File: src/stl_pkg.sv
package stl_pkg;

  localparam int TableDepthDef = 16;
  localparam int IdBitsDef = 8;
  localparam int FuncW = 3;
  localparam int StatusW = 2;
  localparam int SecW = 32;
  localparam int UsecW = 20;
  localparam int CountW = 5;
  localparam logic [UsecW-1:0] UsecPerSec = 20'd1000000;

  localparam logic [FuncW-1:0] FUNC_INSERT   = 3'd0;
  localparam logic [FuncW-1:0] FUNC_RESCAN   = 3'd1;
  localparam logic [FuncW-1:0] FUNC_GET_EXP  = 3'd2;
  localparam logic [FuncW-1:0] FUNC_GET_HEAD = 3'd3;
  localparam logic [FuncW-1:0] FUNC_REMOVE   = 3'd4;

  localparam logic [StatusW-1:0] ST_OK       = 2'd0;
  localparam logic [StatusW-1:0] ST_FULL     = 2'd1;
  localparam logic [StatusW-1:0] ST_NOTFOUND = 2'd2;
  localparam logic [StatusW-1:0] ST_BADTIME  = 2'd3;

  typedef enum logic [2:0] {
    S_IDLE, S_SCAN, S_SHIFT, S_WRITE, S_DONE
  } state_t;

  typedef enum logic [1:0] {
    SCAN_NONE, SCAN_MATCH, SCAN_END
  } scan_res_t;

  // controller to datapath
  typedef struct packed {
    logic load;       // latch input item, start walk at zero
    logic step;       // process current index, advance
    logic shift;      // move entries during insert or remove
    logic write;      // place new entry, or shrink the count on remove
    logic finish;     // register result
  } cmd_t;

  // datapath to controller
  typedef struct packed {
    logic      shift_needed;
    logic      shift_last;
    logic      direct_done;
    scan_res_t scan;
  } stat_t;

endpackage

File: src/sorted_timeout_list.sv
// sequence: load, entry walk, entry shift and write for insert or remove, then result held until taken
// flow: one item at a time, the next taken the cycle after the result is taken;
//   the entry walk and the entry shift handle one table entry per cycle
// reset: synchronous active-low rst_n empties the table; entry contents stay undefined
module sorted_timeout_list #(
  parameter int TABLE_DEPTH = stl_pkg::TableDepthDef,
  parameter int ID_BITS = stl_pkg::IdBitsDef
) (
  input  logic                         clk,
  input  logic                         rst_n,
  input  logic                         in_valid,
  output logic                         in_ready,
  input  logic [stl_pkg::FuncW-1:0]    in_func,
  input  logic [7:0]                   in_timer_id,
  input  logic                         in_infinite,
  input  logic [stl_pkg::SecW-1:0]     in_timeout_sec,
  input  logic [stl_pkg::UsecW-1:0]    in_timeout_usec,
  input  logic [stl_pkg::SecW-1:0]     in_now_sec,
  input  logic [stl_pkg::UsecW-1:0]    in_now_usec,
  output logic                         out_valid,
  input  logic                         out_ready,
  output logic [stl_pkg::StatusW-1:0]  out_status,
  output logic                         out_found,
  output logic [7:0]                   out_result_id,
  output logic                         out_result_infinite,
  output logic [stl_pkg::SecW-1:0]     out_left_sec,
  output logic [stl_pkg::UsecW-1:0]    out_left_usec,
  output logic [stl_pkg::CountW-1:0]   out_expired_count
);
  import stl_pkg::*;

  cmd_t  cmd;
  stat_t st;

  stl_ctrl u_ctrl (
    .clk, .rst_n, .in_valid, .in_ready, .out_valid, .out_ready, .st, .cmd
  );

  stl_dp #(.TABLE_DEPTH(TABLE_DEPTH), .ID_BITS(ID_BITS)) u_dp (
    .clk, .rst_n, .cmd, .st,
    .in_func, .in_timer_id, .in_infinite, .in_timeout_sec, .in_timeout_usec,
    .in_now_sec, .in_now_usec,
    .out_status, .out_found, .out_result_id, .out_result_infinite,
    .out_left_sec, .out_left_usec, .out_expired_count
  );
endmodule

File: src/stl_ctrl.sv
module stl_ctrl (
  input  logic          clk,
  input  logic          rst_n,
  input  logic          in_valid,
  output logic          in_ready,
  output logic          out_valid,
  input  logic          out_ready,
  input  stl_pkg::stat_t st,
  output stl_pkg::cmd_t  cmd
);
  import stl_pkg::*;

  state_t state_r, state_nxt;

  always_ff @(posedge clk) begin
    if (!rst_n) begin
      state_r <= S_IDLE;
    end else begin
      state_r <= state_nxt;
    end
  end

  always_comb begin
    state_nxt = state_r;
    case (state_r)
      S_IDLE:  if (in_valid) state_nxt = S_SCAN;
      S_SCAN: begin
        if (st.direct_done) state_nxt = S_DONE;
        else if (st.scan != SCAN_NONE) begin
          state_nxt = st.shift_needed ? S_SHIFT : S_WRITE;
        end
      end
      S_SHIFT: if (st.shift_last) state_nxt = S_WRITE;
      S_WRITE: state_nxt = S_DONE;
      S_DONE:  if (out_ready) state_nxt = S_IDLE;
      default: state_nxt = S_IDLE;
    endcase
  end

  always_comb begin
    cmd = '0;
    in_ready = 1'b0;
    out_valid = 1'b0;
    case (state_r)
      S_IDLE: begin
        in_ready = 1'b1;
        cmd.load = in_valid;
      end
      S_SCAN:  cmd.step = 1'b1;
      S_SHIFT: cmd.shift = 1'b1;
      S_WRITE: cmd.write = 1'b1;
      S_DONE:  out_valid = 1'b1;
      default: ;
    endcase
    cmd.finish = (state_r == S_SCAN && st.direct_done) || state_r == S_WRITE;
  end

`ifndef SYNTHESIS
  a_ready_idle: assert property (@(posedge clk) disable iff (!rst_n)
    in_ready |-> !out_valid) else $error("ready while result pending");
  a_out_hold: assert property (@(posedge clk) disable iff (!rst_n)
    out_valid && !out_ready |=> out_valid) else $error("result dropped");
  a_write_done: assert property (@(posedge clk) disable iff (!rst_n)
    cmd.write |=> out_valid) else $error("write not followed by result");
`endif
endmodule

File: src/stl_dp.sv
module stl_dp #(
  parameter int TABLE_DEPTH = stl_pkg::TableDepthDef,
  parameter int ID_BITS = stl_pkg::IdBitsDef
) (
  input  logic                         clk,
  input  logic                         rst_n,
  input  stl_pkg::cmd_t                cmd,
  output stl_pkg::stat_t               st,
  input  logic [stl_pkg::FuncW-1:0]    in_func,
  input  logic [7:0]                   in_timer_id,
  input  logic                         in_infinite,
  input  logic [stl_pkg::SecW-1:0]     in_timeout_sec,
  input  logic [stl_pkg::UsecW-1:0]    in_timeout_usec,
  input  logic [stl_pkg::SecW-1:0]     in_now_sec,
  input  logic [stl_pkg::UsecW-1:0]    in_now_usec,
  output logic [stl_pkg::StatusW-1:0]  out_status,
  output logic                         out_found,
  output logic [7:0]                   out_result_id,
  output logic                         out_result_infinite,
  output logic [stl_pkg::SecW-1:0]     out_left_sec,
  output logic [stl_pkg::UsecW-1:0]    out_left_usec,
  output logic [stl_pkg::CountW-1:0]   out_expired_count
);
  import stl_pkg::*;

  localparam int IdxW = $clog2(TABLE_DEPTH);
  localparam int CntW = $clog2(TABLE_DEPTH + 1);
  localparam int DepW = CntW + 1;

  logic [ID_BITS-1:0] id_m [TABLE_DEPTH];
  logic               inf_m [TABLE_DEPTH];
  logic [SecW-1:0]    exs_m [TABLE_DEPTH];
  logic [UsecW-1:0]   exu_m [TABLE_DEPTH];
  logic [SecW-1:0]    lfs_m [TABLE_DEPTH];
  logic [UsecW-1:0]   lfu_m [TABLE_DEPTH];

  logic [CntW-1:0]  count_r;
  logic [CntW-1:0]  idx_r;
  logic [CntW-1:0]  pos_r;
  logic [CntW-1:0]  sh_r;
  logic [FuncW-1:0] func_r;
  logic [ID_BITS-1:0] id_r;
  logic             inf_r;
  logic [SecW-1:0]  ts_r, ns_r;
  logic [UsecW-1:0] tu_r, nu_r;
  logic [CountW-1:0] exp_r;

  logic [IdxW-1:0] ix, sx;
  assign ix = idx_r[IdxW-1:0];
  assign sx = sh_r[IdxW-1:0];

  logic at_end, badt, full_c, hit;
  logic [SecW:0]    ds;
  logic [UsecW:0]   du;
  logic [SecW-1:0]  ls_n;
  logic [UsecW-1:0] lu_n;
  logic [UsecW:0]   eu;
  logic [UsecW-1:0] eu_fix;
  logic             ecar;

  assign at_end = idx_r >= count_r;
  assign full_c = count_r == CntW'(TABLE_DEPTH);
  assign badt = (func_r == FUNC_INSERT && !inf_r && (tu_r >= UsecPerSec || nu_r >= UsecPerSec))
             || (func_r == FUNC_RESCAN && nu_r >= UsecPerSec);

  // rescan arithmetic on current entry
  always_comb begin
    du = {1'b0, exu_m[ix]} - {1'b0, nu_r};
    ds = {1'b0, exs_m[ix]} - {1'b0, ns_r};
    if (du[UsecW]) begin
      du = du + {1'b0, UsecPerSec};
      ds = ds - 1'b1;
    end
    if (ds[SecW]) begin
      ls_n = '0;
      lu_n = '0;
    end else begin
      ls_n = ds[SecW-1:0];
      lu_n = du[UsecW-1:0];
    end
  end

  always_comb begin
    hit = 1'b0;
    case (func_r)
      FUNC_INSERT:  hit = !inf_r && (inf_m[ix] || lfs_m[ix] > ts_r ||
                          (lfs_m[ix] == ts_r && lfu_m[ix] > tu_r));
      FUNC_GET_EXP: hit = !inf_m[ix] && lfs_m[ix] == '0 && lfu_m[ix] == '0;
      FUNC_REMOVE:  hit = id_m[ix] == id_r;
      default:      hit = 1'b0;
    endcase
  end

  always_comb begin
    st = '0;
    if (!at_end && hit) st.scan = SCAN_MATCH;
    else if (at_end) st.scan = SCAN_END;
    else st.scan = SCAN_NONE;
    case (func_r)
      FUNC_INSERT:   st.direct_done = badt || full_c;
      FUNC_RESCAN:   st.direct_done = badt || at_end;
      FUNC_GET_EXP:  st.direct_done = at_end || hit;
      FUNC_GET_HEAD: st.direct_done = 1'b1;
      FUNC_REMOVE:   st.direct_done = at_end;
      default:       st.direct_done = 1'b1;
    endcase
    if (func_r == FUNC_INSERT) begin
      st.shift_needed = count_r > (at_end ? count_r : idx_r);
      st.shift_last = sh_r == pos_r + 1'b1;
    end else begin
      st.shift_needed = 1'b1;
      st.shift_last = DepW'(sh_r) + 1'b1 >= DepW'(count_r) - 1'b1;
    end
  end

  always_comb begin
    eu = {1'b0, nu_r} + {1'b0, tu_r};
    ecar = eu >= {1'b0, UsecPerSec};
    eu_fix = ecar ? UsecW'(eu - {1'b0, UsecPerSec}) : eu[UsecW-1:0];
  end

  always_ff @(posedge clk) begin
    if (!rst_n) begin
      count_r <= '0;
    end else begin
      if (cmd.write) begin
        if (func_r == FUNC_INSERT) count_r <= count_r + 1'b1;
        else count_r <= count_r - 1'b1;
      end
    end
  end

  always_ff @(posedge clk) begin
    if (cmd.load) begin
      func_r <= in_func;
      id_r <= ID_BITS'(in_timer_id);
      inf_r <= in_infinite;
      ts_r <= in_timeout_sec;
      tu_r <= in_timeout_usec;
      ns_r <= in_now_sec;
      nu_r <= in_now_usec;
      idx_r <= '0;
      exp_r <= '0;
    end
    if (cmd.step) begin
      if (func_r == FUNC_RESCAN && !at_end && !badt && !inf_m[ix]) begin
        lfs_m[ix] <= ls_n;
        lfu_m[ix] <= lu_n;
        if (ls_n == '0 && lu_n == '0 && exp_r != '1) exp_r <= exp_r + 1'b1;
      end
      if (st.scan == SCAN_NONE) idx_r <= idx_r + 1'b1;
      pos_r <= at_end ? count_r : idx_r;
      sh_r <= (func_r == FUNC_INSERT) ? count_r : idx_r;
    end
    if (cmd.shift) begin
      if (func_r == FUNC_INSERT) begin
        id_m[sx] <= id_m[sx-1'b1];   inf_m[sx] <= inf_m[sx-1'b1];
        exs_m[sx] <= exs_m[sx-1'b1]; exu_m[sx] <= exu_m[sx-1'b1];
        lfs_m[sx] <= lfs_m[sx-1'b1]; lfu_m[sx] <= lfu_m[sx-1'b1];
        sh_r <= sh_r - 1'b1;
      end else begin
        if (DepW'(sh_r) + 1'b1 < DepW'(count_r)) begin
          id_m[sx] <= id_m[sx+1'b1];   inf_m[sx] <= inf_m[sx+1'b1];
          exs_m[sx] <= exs_m[sx+1'b1]; exu_m[sx] <= exu_m[sx+1'b1];
          lfs_m[sx] <= lfs_m[sx+1'b1]; lfu_m[sx] <= lfu_m[sx+1'b1];
        end
        sh_r <= sh_r + 1'b1;
      end
    end
    if (cmd.write && func_r == FUNC_INSERT) begin
      id_m[pos_r[IdxW-1:0]] <= id_r;
      inf_m[pos_r[IdxW-1:0]] <= inf_r;
      exs_m[pos_r[IdxW-1:0]] <= inf_r ? '0 : ns_r + ts_r + SecW'(ecar);
      exu_m[pos_r[IdxW-1:0]] <= inf_r ? '0 : eu_fix;
      lfs_m[pos_r[IdxW-1:0]] <= inf_r ? '0 : ts_r;
      lfu_m[pos_r[IdxW-1:0]] <= inf_r ? '0 : tu_r;
    end
    if (cmd.finish) begin
      out_status <= ST_OK;
      out_found <= 1'b0;
      out_result_id <= '0;
      out_result_infinite <= 1'b0;
      out_left_sec <= '0;
      out_left_usec <= '0;
      out_expired_count <= '0;
      case (func_r)
        FUNC_INSERT: begin
          if (badt) out_status <= ST_BADTIME;
          else if (full_c) out_status <= ST_FULL;
        end
        FUNC_RESCAN: begin
          if (badt) out_status <= ST_BADTIME;
          else out_expired_count <= exp_r;
        end
        FUNC_GET_EXP, FUNC_GET_HEAD: begin
          if ((func_r == FUNC_GET_EXP) ? (at_end || !hit) : (count_r == '0)) begin
            out_status <= ST_NOTFOUND;
          end else begin
            out_found <= 1'b1;
            out_result_id <= 8'(id_m[ix]);
            out_result_infinite <= inf_m[ix];
            out_left_sec <= lfs_m[ix];
            out_left_usec <= lfu_m[ix];
          end
        end
        FUNC_REMOVE: if (!cmd.write) out_status <= ST_NOTFOUND;
        default: ;
      endcase
    end
  end

`ifndef SYNTHESIS
  a_count_max: assert property (@(posedge clk) disable iff (!rst_n)
    count_r <= CntW'(TABLE_DEPTH)) else $error("count over depth");
  a_ins_grow: assert property (@(posedge clk) disable iff (!rst_n)
    cmd.write && func_r == FUNC_INSERT |=> count_r == $past(count_r) + 1'b1)
    else $error("insert count");
  a_rem_shrink: assert property (@(posedge clk) disable iff (!rst_n)
    cmd.write && func_r == FUNC_REMOVE |-> count_r != '0) else $error("remove on empty");
`endif
endmodule

File: config.mk
export PLATFORM = sky130hd
export DESIGN_NAME = sorted_timeout_list
export DESIGN_NICKNAME = d
export VERILOG_FILES = /design/src/stl_pkg.sv /design/src/sorted_timeout_list.sv /design/src/stl_ctrl.sv /design/src/stl_dp.sv
export SDC_FILE = /design/constraint.sdc
export NUM_CORES = 2
export LEC_CHECK = 0
export ABC_AREA = 1
export BUFFER_PORTS_ARGS = -buffer_cell sky130_fd_sc_hd__buf_2
export CAP_MARGIN = 10
export CORE_ASPECT_RATIO = 1.1
export CORE_MARGIN = 4
export CORE_UTILIZATION = 40
export CTS_CLUSTER_SIZE = 14
export DETAILED_ROUTE_END_ITERATION = 10
export PLACE_DENSITY_LB_ADDON = 0.25
export REMOVE_ABC_BUFFERS = 1
export SLEW_MARGIN = 25
export SYNTH_ARGS = -nofsm -noshare
export SYNTH_HDL_FRONTEND = slang
export SYNTH_SLANG_ARGS = --single-unit
File: constraint.sdc
create_clock -name clk -period 8.7 [get_ports clk]
set_input_delay 0.435 -clock clk [delete_from_list [all_inputs] [get_ports clk]]
set_output_delay 0.435 -clock clk [all_outputs]
set_load 0.01 [all_outputs]
=== Yosys cells after proc, flatten, opt, wreduce, memory -nomap -nowiden ===
Memory sizes are Yosys's and may differ from the RTL's. A register that Yosys moved wholly into a read port is not among the register bits.
Cells that the tools add are included.

* Add/sub/neg operators: 19
* Order comparisons: 9
* Equality and inequality tests: 17
* Multiplexer cells: 90
* Bitwise operators: 8
* Reduce and logical (&&, ||, !) cells: 51

{| class="wikitable"
|+ Operators by type and width
! kind !! number
|-
| $mux 32 || 8
|-
| $mux 20 || 10
|-
| $reduce_or 32->1 || 3
|-
| $mux 5 || 13
|-
| $logic_not 32->1 || 2
|-
| $reduce_or 20->1 || 3
|-
| $ge 20x20->1 const B || 2
|-
| $logic_not 20->1 || 2
|-
| $mux 33 || 1
|-
| $sub 32x32->33 || 1
|-
| $sub 33x1->33 const B || 1
|-
| $add 32x1->32 || 1
|-
| $add 32x32->32 || 1
|-
| $eq 32x32->1 || 1
|-
| $gt 32x32->1 || 1
|-
| $mux 1 || 32
|-
| $mux 4 || 8
|-
| $add 5x1->5 const B || 5
|-
| $add 20x20->21 || 1
|-
| $ge 21x20->1 const B || 1
|-
| $sub 20x20->21 || 1
|-
| $add 20x20->20 const B || 1
|-
| $gt 20x20->1 || 1
|-
| $sub 20x20->20 const B || 1
|-
| 38 further kinds || 93
|}

* Bits in registers: 213
* Memory bits (writable): 1808
* Bits of input ports: 120
* Output and inout bits: 71
* Logic and storage cells: 220
* Memories: 6

{| class="wikitable"
|+ Memory list
! memory !! depth !! width !! rd ports !! clocked after Yosys merged registers in !! wr ports !! RTL line !! RTL
|-
| u_dp.exs_m || 16 || 32 || 3 || 1 || 1 || stl_dp.sv:32 || <nowiki>logic [SecW-1:0] exs_m [TABLE_DEPTH];</nowiki>
|-
| u_dp.lfs_m || 16 || 32 || 3 || 1 || 1 || stl_dp.sv:34 || <nowiki>logic [SecW-1:0] lfs_m [TABLE_DEPTH];</nowiki>
|-
| u_dp.exu_m || 16 || 20 || 3 || 1 || 1 || stl_dp.sv:33 || <nowiki>logic [UsecW-1:0] exu_m [TABLE_DEPTH];</nowiki>
|-
| u_dp.lfu_m || 16 || 20 || 3 || 1 || 1 || stl_dp.sv:35 || <nowiki>logic [UsecW-1:0] lfu_m [TABLE_DEPTH];</nowiki>
|-
| u_dp.id_m || 16 || 8 || 3 || 1 || 1 || stl_dp.sv:30 || <nowiki>logic [ID_BITS-1:0] id_m [TABLE_DEPTH];</nowiki>
|-
| u_dp.inf_m || 16 || 1 || 3 || 1 || 1 || stl_dp.sv:31 || <nowiki>logic inf_m [TABLE_DEPTH];</nowiki>
|}

=== Depth between registers and ports, before layout ===
* Word-level depth: 12
* Mapped depth: 42
* Gate-level depth less buffers: 41

=== Hierarchy ===
Synthesis repeated with hierarchy kept, for this count alone.

* Cell total of the unflattened synthesis: 17809
* Area, all modules: 136006.7 µm²

{| class="wikitable"
|+ By module, submodules not included
! module !! times used !! cells an instance !! area each (µm²) !! sequential area each (µm²)
|-
| stl_dp || 1 || 17767 || 135756.5 || 60448.0
|-
| stl_ctrl || 1 || 42 || 250.2 || 60.1
|}

=== Worst setup path after synthesis ===
OpenSTA, ideal clock, no wires.

* Kind: register to register
* From: reg u_dp.sh_r[1]
* To: mem u_dp.exs_m[13][0] (enable)
* Setup time: 0.631 ns
* Arrival time: 8.742 ns
* Required time: 8.069 ns
* Slack: -0.673 ns
* Stages on the path, launching flop included: 17
* Path buffers: 4
* Clock period less this slack: 9.373 ns
* Cells stage by stage: edfxtp_1 -> ha_1 -> xor2_1 -> buf_2 -> clkbuf_1 -> clkbuf_1 -> clkbuf_1 -> ha_1 -> a21oi_1 -> nor2_1 -> o21ai_0 -> nand2_1 -> inv_1 -> a21oi_1 -> inv_2 -> nor2_1 -> nor4_1

* Word-level cells in the longest chain between the ends: 8
* Elaborated cells on any way between the ends: 9
* Those cells by class: 1 x add/sub; 1 x order compare; 6 x mux; 1 x bitwise

{| class="wikitable"
|+ Ends and longest elaborated chain
! element !! RTL line !! RTL
|-
| from (decl) || stl_dp.sv:40 || <nowiki>logic [CntW-1:0] sh_r;</nowiki>
|-
| from (signal assigned) || stl_dp.sv:153 || <nowiki>sh_r <= (func_r == FUNC_INSERT) ? count_r : idx_r;</nowiki>
|-
| from (signal assigned) || stl_dp.sv:160 || <nowiki>sh_r <= sh_r - 1'b1;</nowiki>
|-
| from (signal assigned) || stl_dp.sv:167 || <nowiki>sh_r <= sh_r + 1'b1;</nowiki>
|-
| $add 5x1->6 || stl_dp.sv:162 || <nowiki>if (DepW'(sh_r) + 1'b1 < DepW'(count_r)) begin</nowiki>
|-
| $lt 6x5->1 || stl_dp.sv:162 ||
|-
| $mux 1 || stl_dp.sv:162 ||
|-
| $mux 1 || stl_dp.sv:156 || <nowiki>if (func_r == FUNC_INSERT) begin</nowiki>
|-
| $mux 1 || stl_dp.sv:155 || <nowiki>if (cmd.shift) begin</nowiki>
|-
| $mux 1 (not written as such) || stl_dp.sv:164 || <nowiki>exs_m[sx] <= exs_m[sx+1'b1]; exu_m[sx] <= exu_m[sx+1'b1];</nowiki>
|-
| $or 1x1->1 (no source line) || n/a ||
|-
| $mux 1 (no source line) || n/a ||
|-
| to (decl) || stl_dp.sv:32 ||
|}

Several ways; a longest one is shown, not always the timed one.

=== Final worst setup path ===
* From: reg u_dp.nu_r[2]
* To: mem u_dp.exs_m[14][24] (data pin)

* Word-level cells in the longest chain between the ends: 5

{| class="wikitable"
|+ Ends and longest elaborated chain
! element !! RTL line !! RTL
|-
| from (decl) || stl_dp.sv:45 || <nowiki>logic [UsecW-1:0] tu_r, nu_r;</nowiki>
|-
| from (signal assigned) || stl_dp.sv:141 || <nowiki>nu_r <= in_now_usec;</nowiki>
|-
| $add 20x20->21 || stl_dp.sv:117 || <nowiki>eu = {1'b0, nu_r} + {1'b0, tu_r};</nowiki>
|-
| $ge 21x20->1 || stl_dp.sv:118 || <nowiki>ecar = eu >= {1'b0, UsecPerSec};</nowiki>
|-
| $add 32x1->32 || stl_dp.sv:173 || <nowiki>exs_m[pos_r[IdxW-1:0]] <= inf_r ? '0 : ns_r + ts_r + SecW'(ecar);</nowiki>
|-
| $mux 32 || stl_dp.sv:173 ||
|-
| $mux 32 (no source line) || n/a ||
|}

Every way passes these cells.

==> impl_results.md <==
* Sw power at 0.0135 W
* Seq cells post-synth at 2,021
* IO Count at 191
* Port bufs at 190
* Final Net Count at 13,300
* Share of layout cells above drive strength 1 at 7.30%
* Net Sw Frac at 38.8%
* CP arrival at 8.31 ns
* Clk network pwr share at 26.8%
* Post-synthesis adder-cell area fraction at 2.19%
* Crit path max-delay family: compound AO/OA/AOI/OAI gates
* Slowest stage delay, CP at 0.54 ns
* HPWL Detailed at 262,000 um
* Clk sinks at 2,021
* Max H-tree Level at 4
* Setup WS post-layout at 1.13 ns
* Crit path max fanout at 16
* Vias in the first global route at 94,100
* Row cnt at 207
* Initial DRT Pass Iterations at 7
* Starting Density at 40.2%
* Post-synthesis compound-gate area fraction at 19.1%
* Most frequent cells in the layout: nand2_1, o21ai_0, edfxtp_1
* Period utilization at 87.1%
* Root Driver: clkbuf_16
* Remaining DRCs at 0
* Drt wl/cell at 26.3 um
* Int Pwr at 0.0213 W
* Ys Warns at 0
* Die Wd at 521 um
* Data required, critical path at 9.44 ns
* Ys async rst share at 0%
* Gpl congestion at 0.934
* Peak Freq at 132 MHz
* Leak at 48.4 nW
* RSZ-0062 raised after global routing: false
* Top cell by count, worst path: nand2_1
* Clk buf depth at 4
* Max VDD drop at 0.260 mV
* Final Hold Fails at 0
* Synth unique cells at 64
* Sequential fraction of the synthesis area at 52.2%
* Synthesized instance count at 13,100
* Crit Path Category: reg2reg
* Place WS at 1.36 ns
* First-pass GRT wire length at 640,000 um
* Fin util at 44.8%
* Vias/cell at 6.00
* Floorplan core area at 0.289 mm2
* CTS Hold Buffers Added at 119
* Hold crit path type: in2reg
* Main combinational cell family by area after synthesis: compound AO/OA/AOI/OAI gates
* Area grow syn2layout at 11.6%
* Max-slew violations at 0
* Setup TNS at 0 ns
* Combinational power share at 36.1%
* Most common cell after layout, fill and taps aside: nand2_1
* Main synth FF type: edfxtp_1
* TritonCTS buffer count at 225
* Setup crit end kind: flop
* Initial antenna violation count at 19
* Worst skew pair latency at 0.92 ns
* Resized cells post-CTS at 0
* Mux share of post-synthesis cell area at 4.05%
* Post-CTS setup buffers at 0
* Post-Syn Area at 0.116 mm2
* Avg Inst Size Synth at 8.86 um2
* Post-DRT Antenna Nets at 0
* EDFF count, synth at 2,003
* Die ar. at 0.299 mm2
* Max Cap Violations at 0
* Initial DRC Count at 11,900
* Final wirelength at 448,000 um
* Fin crit period at 7.57 ns
* Slew @ Worst Pin at 1.20 ns
* XOR/XNOR share of the synthesized area at 0.642%
* Die height at 573 um
* Clock slew at the register clock pins of the worst setup and hold paths at 0.06 ns
* TritonCTS clock tree: done
* Final Setup Violations at 0
* Routed vias at 102,000
* Slowest-stage cell, CP: o21ai_0
* Slew HR at 19.6%
* Outcome: complete, no violations
* Total track usage at 28.7%
* Reg power frac at 37.1%
* PD cells at 269 mW/mm2
* Post-Synth Simple-Gate Area at 15.7%
* Largest net degree at the start of global routing at 224
* Startpoint Class: flop
* Total gr overflow at 0
* Setup Skew at 0.0600 ns
* Critical path buffer and inverter count at 3
==> through the flow <==
stage / hold WS, ns / instance area (um2) / total power [W] / std cells
after global placement: 0.534 / 121000 / 0.0252 / 16500
after global routing: 0.217 / 129000 / 0.0363 / 17000
after floorplan: 0.467 / 112000 / 0.0221 / 12200
after detailed placement: 0.537 / 121000 / 0.0253 / 16500
after CTS: 0.172 / 129000 / 0.0346 / 17000
final: 0.235 / 129000 / 0.0348 / 17000
==> layer usage <==
metal,share of wire [%],GRT usage [%]
met1,38,37.2
met2,45,45.6
met3,10,4.79
met4,6.5,16.4
met5,0.021,0
==> power groups by stage <==
stage / logic, W / registers, W / clock network (W)
floorplan: 0.00905 / 0.0131 / 0
global placement: 0.0121 / 0.0131 / 0
detailed placement: 0.0122 / 0.0131 / 0
CTS: 0.0123 / 0.0129 / 0.00941
global route: 0.0136 / 0.0129 / 0.00981
finish: 0.0126 / 0.0129 / 0.00933
==> final timing paths <==
check | start | to | slack, ns | depth (start not counted)
hold reg to reg | u_dp.exp_r[0]$_DFF_P_ | u_dp.exp_r[0]$_DFF_P_ | 0.56 | 1
setup / recovery | u_dp.nu_r[2]$_DFFE_PP_ | u_dp.exs_m[14][24]$_DFFE_PP_ | 1.13 | 36
setup reg to reg | u_dp.nu_r[2]$_DFFE_PP_ | u_dp.exs_m[14][24]$_DFFE_PP_ | 1.13 | 36
hold / removal | in_timer_id[0] | u_dp.id_r[0]$_DFFE_PP_ | 0.24 | 2
==> flip-flops by register name, indices dropped and copies added (netlist names), 8 cells and up <==
signal	count
u_dp.tu_r	20
u_dp.nu_r	20
u_dp.exu_m	320
u_dp.id_r	8
u_dp.out_left_sec	32
u_dp.exs_m	512
u_dp.inf_m	16
u_dp.ns_r	32
u_dp.id_m	128
u_dp.ts_r	32
u_dp.lfu_m	320
u_dp.lfs_m	512
u_dp.out_result_id	8
u_dp.out_left_usec	20
==> worst register-to-register path, delay by kind of cell (launching register included) <==
family	cells	cell delay (ns)
compound gates	9	2.51
simple gates	20	2.21
fa+ha+maj	3	1.30
buf+inv	3	0.60
flops	1	0.41
xor+xnor	1	0.38
==> area by class of cell <==
| type | instances | area, um2 |
|---|---|---|
| multi-input combinational | 9205 | 48700 |
| timing repair buffer | 588 | 4740 |
| tap | 3866 | 4840 |
| sequential | 2021 | 60500 |
| fill | 27600 | 159000 |
| clock inverter | 120 | 1060 |
| antenna | 10 | 25.0 |
| clock buffer | 282 | 5940 |
| inverter | 927 | 3610 |
==> synth_stat cells, types with 96 or more instances <==
master / n / area (um2)
nand3_1: 595 / 2980
edfxtp_1: 2003 / 60100
a21oi_1: 859 / 4300
o211ai_1: 280 / 2100
mux2i_1: 469 / 4690
inv_1: 893 / 3350
o22ai_1: 117 / 732
nand2_1: 2323 / 8720
clkbuf_1: 714 / 2680
nor2_1: 1302 / 4890
o21ai_0: 2289 / 11500
o221ai_1: 96 / 841
buf_1: 125 / 469
ha_1: 192 / 2400
==> cell families (layout without fill, tap and decap cells) <==
kind of cell | count (synthesis) | count (layout)
flops | 2021 | 2021
compound gates | 3992 | 3992
simple gates | 4460 | 4460
buf+inv | 1867 | 1917
mux | 469 | 469
fa+ha+maj | 199 | 199
other cells | 0 | 10
xor+xnor | 85 | 85
Note: power is estimated with default switching activity, not from simulation.
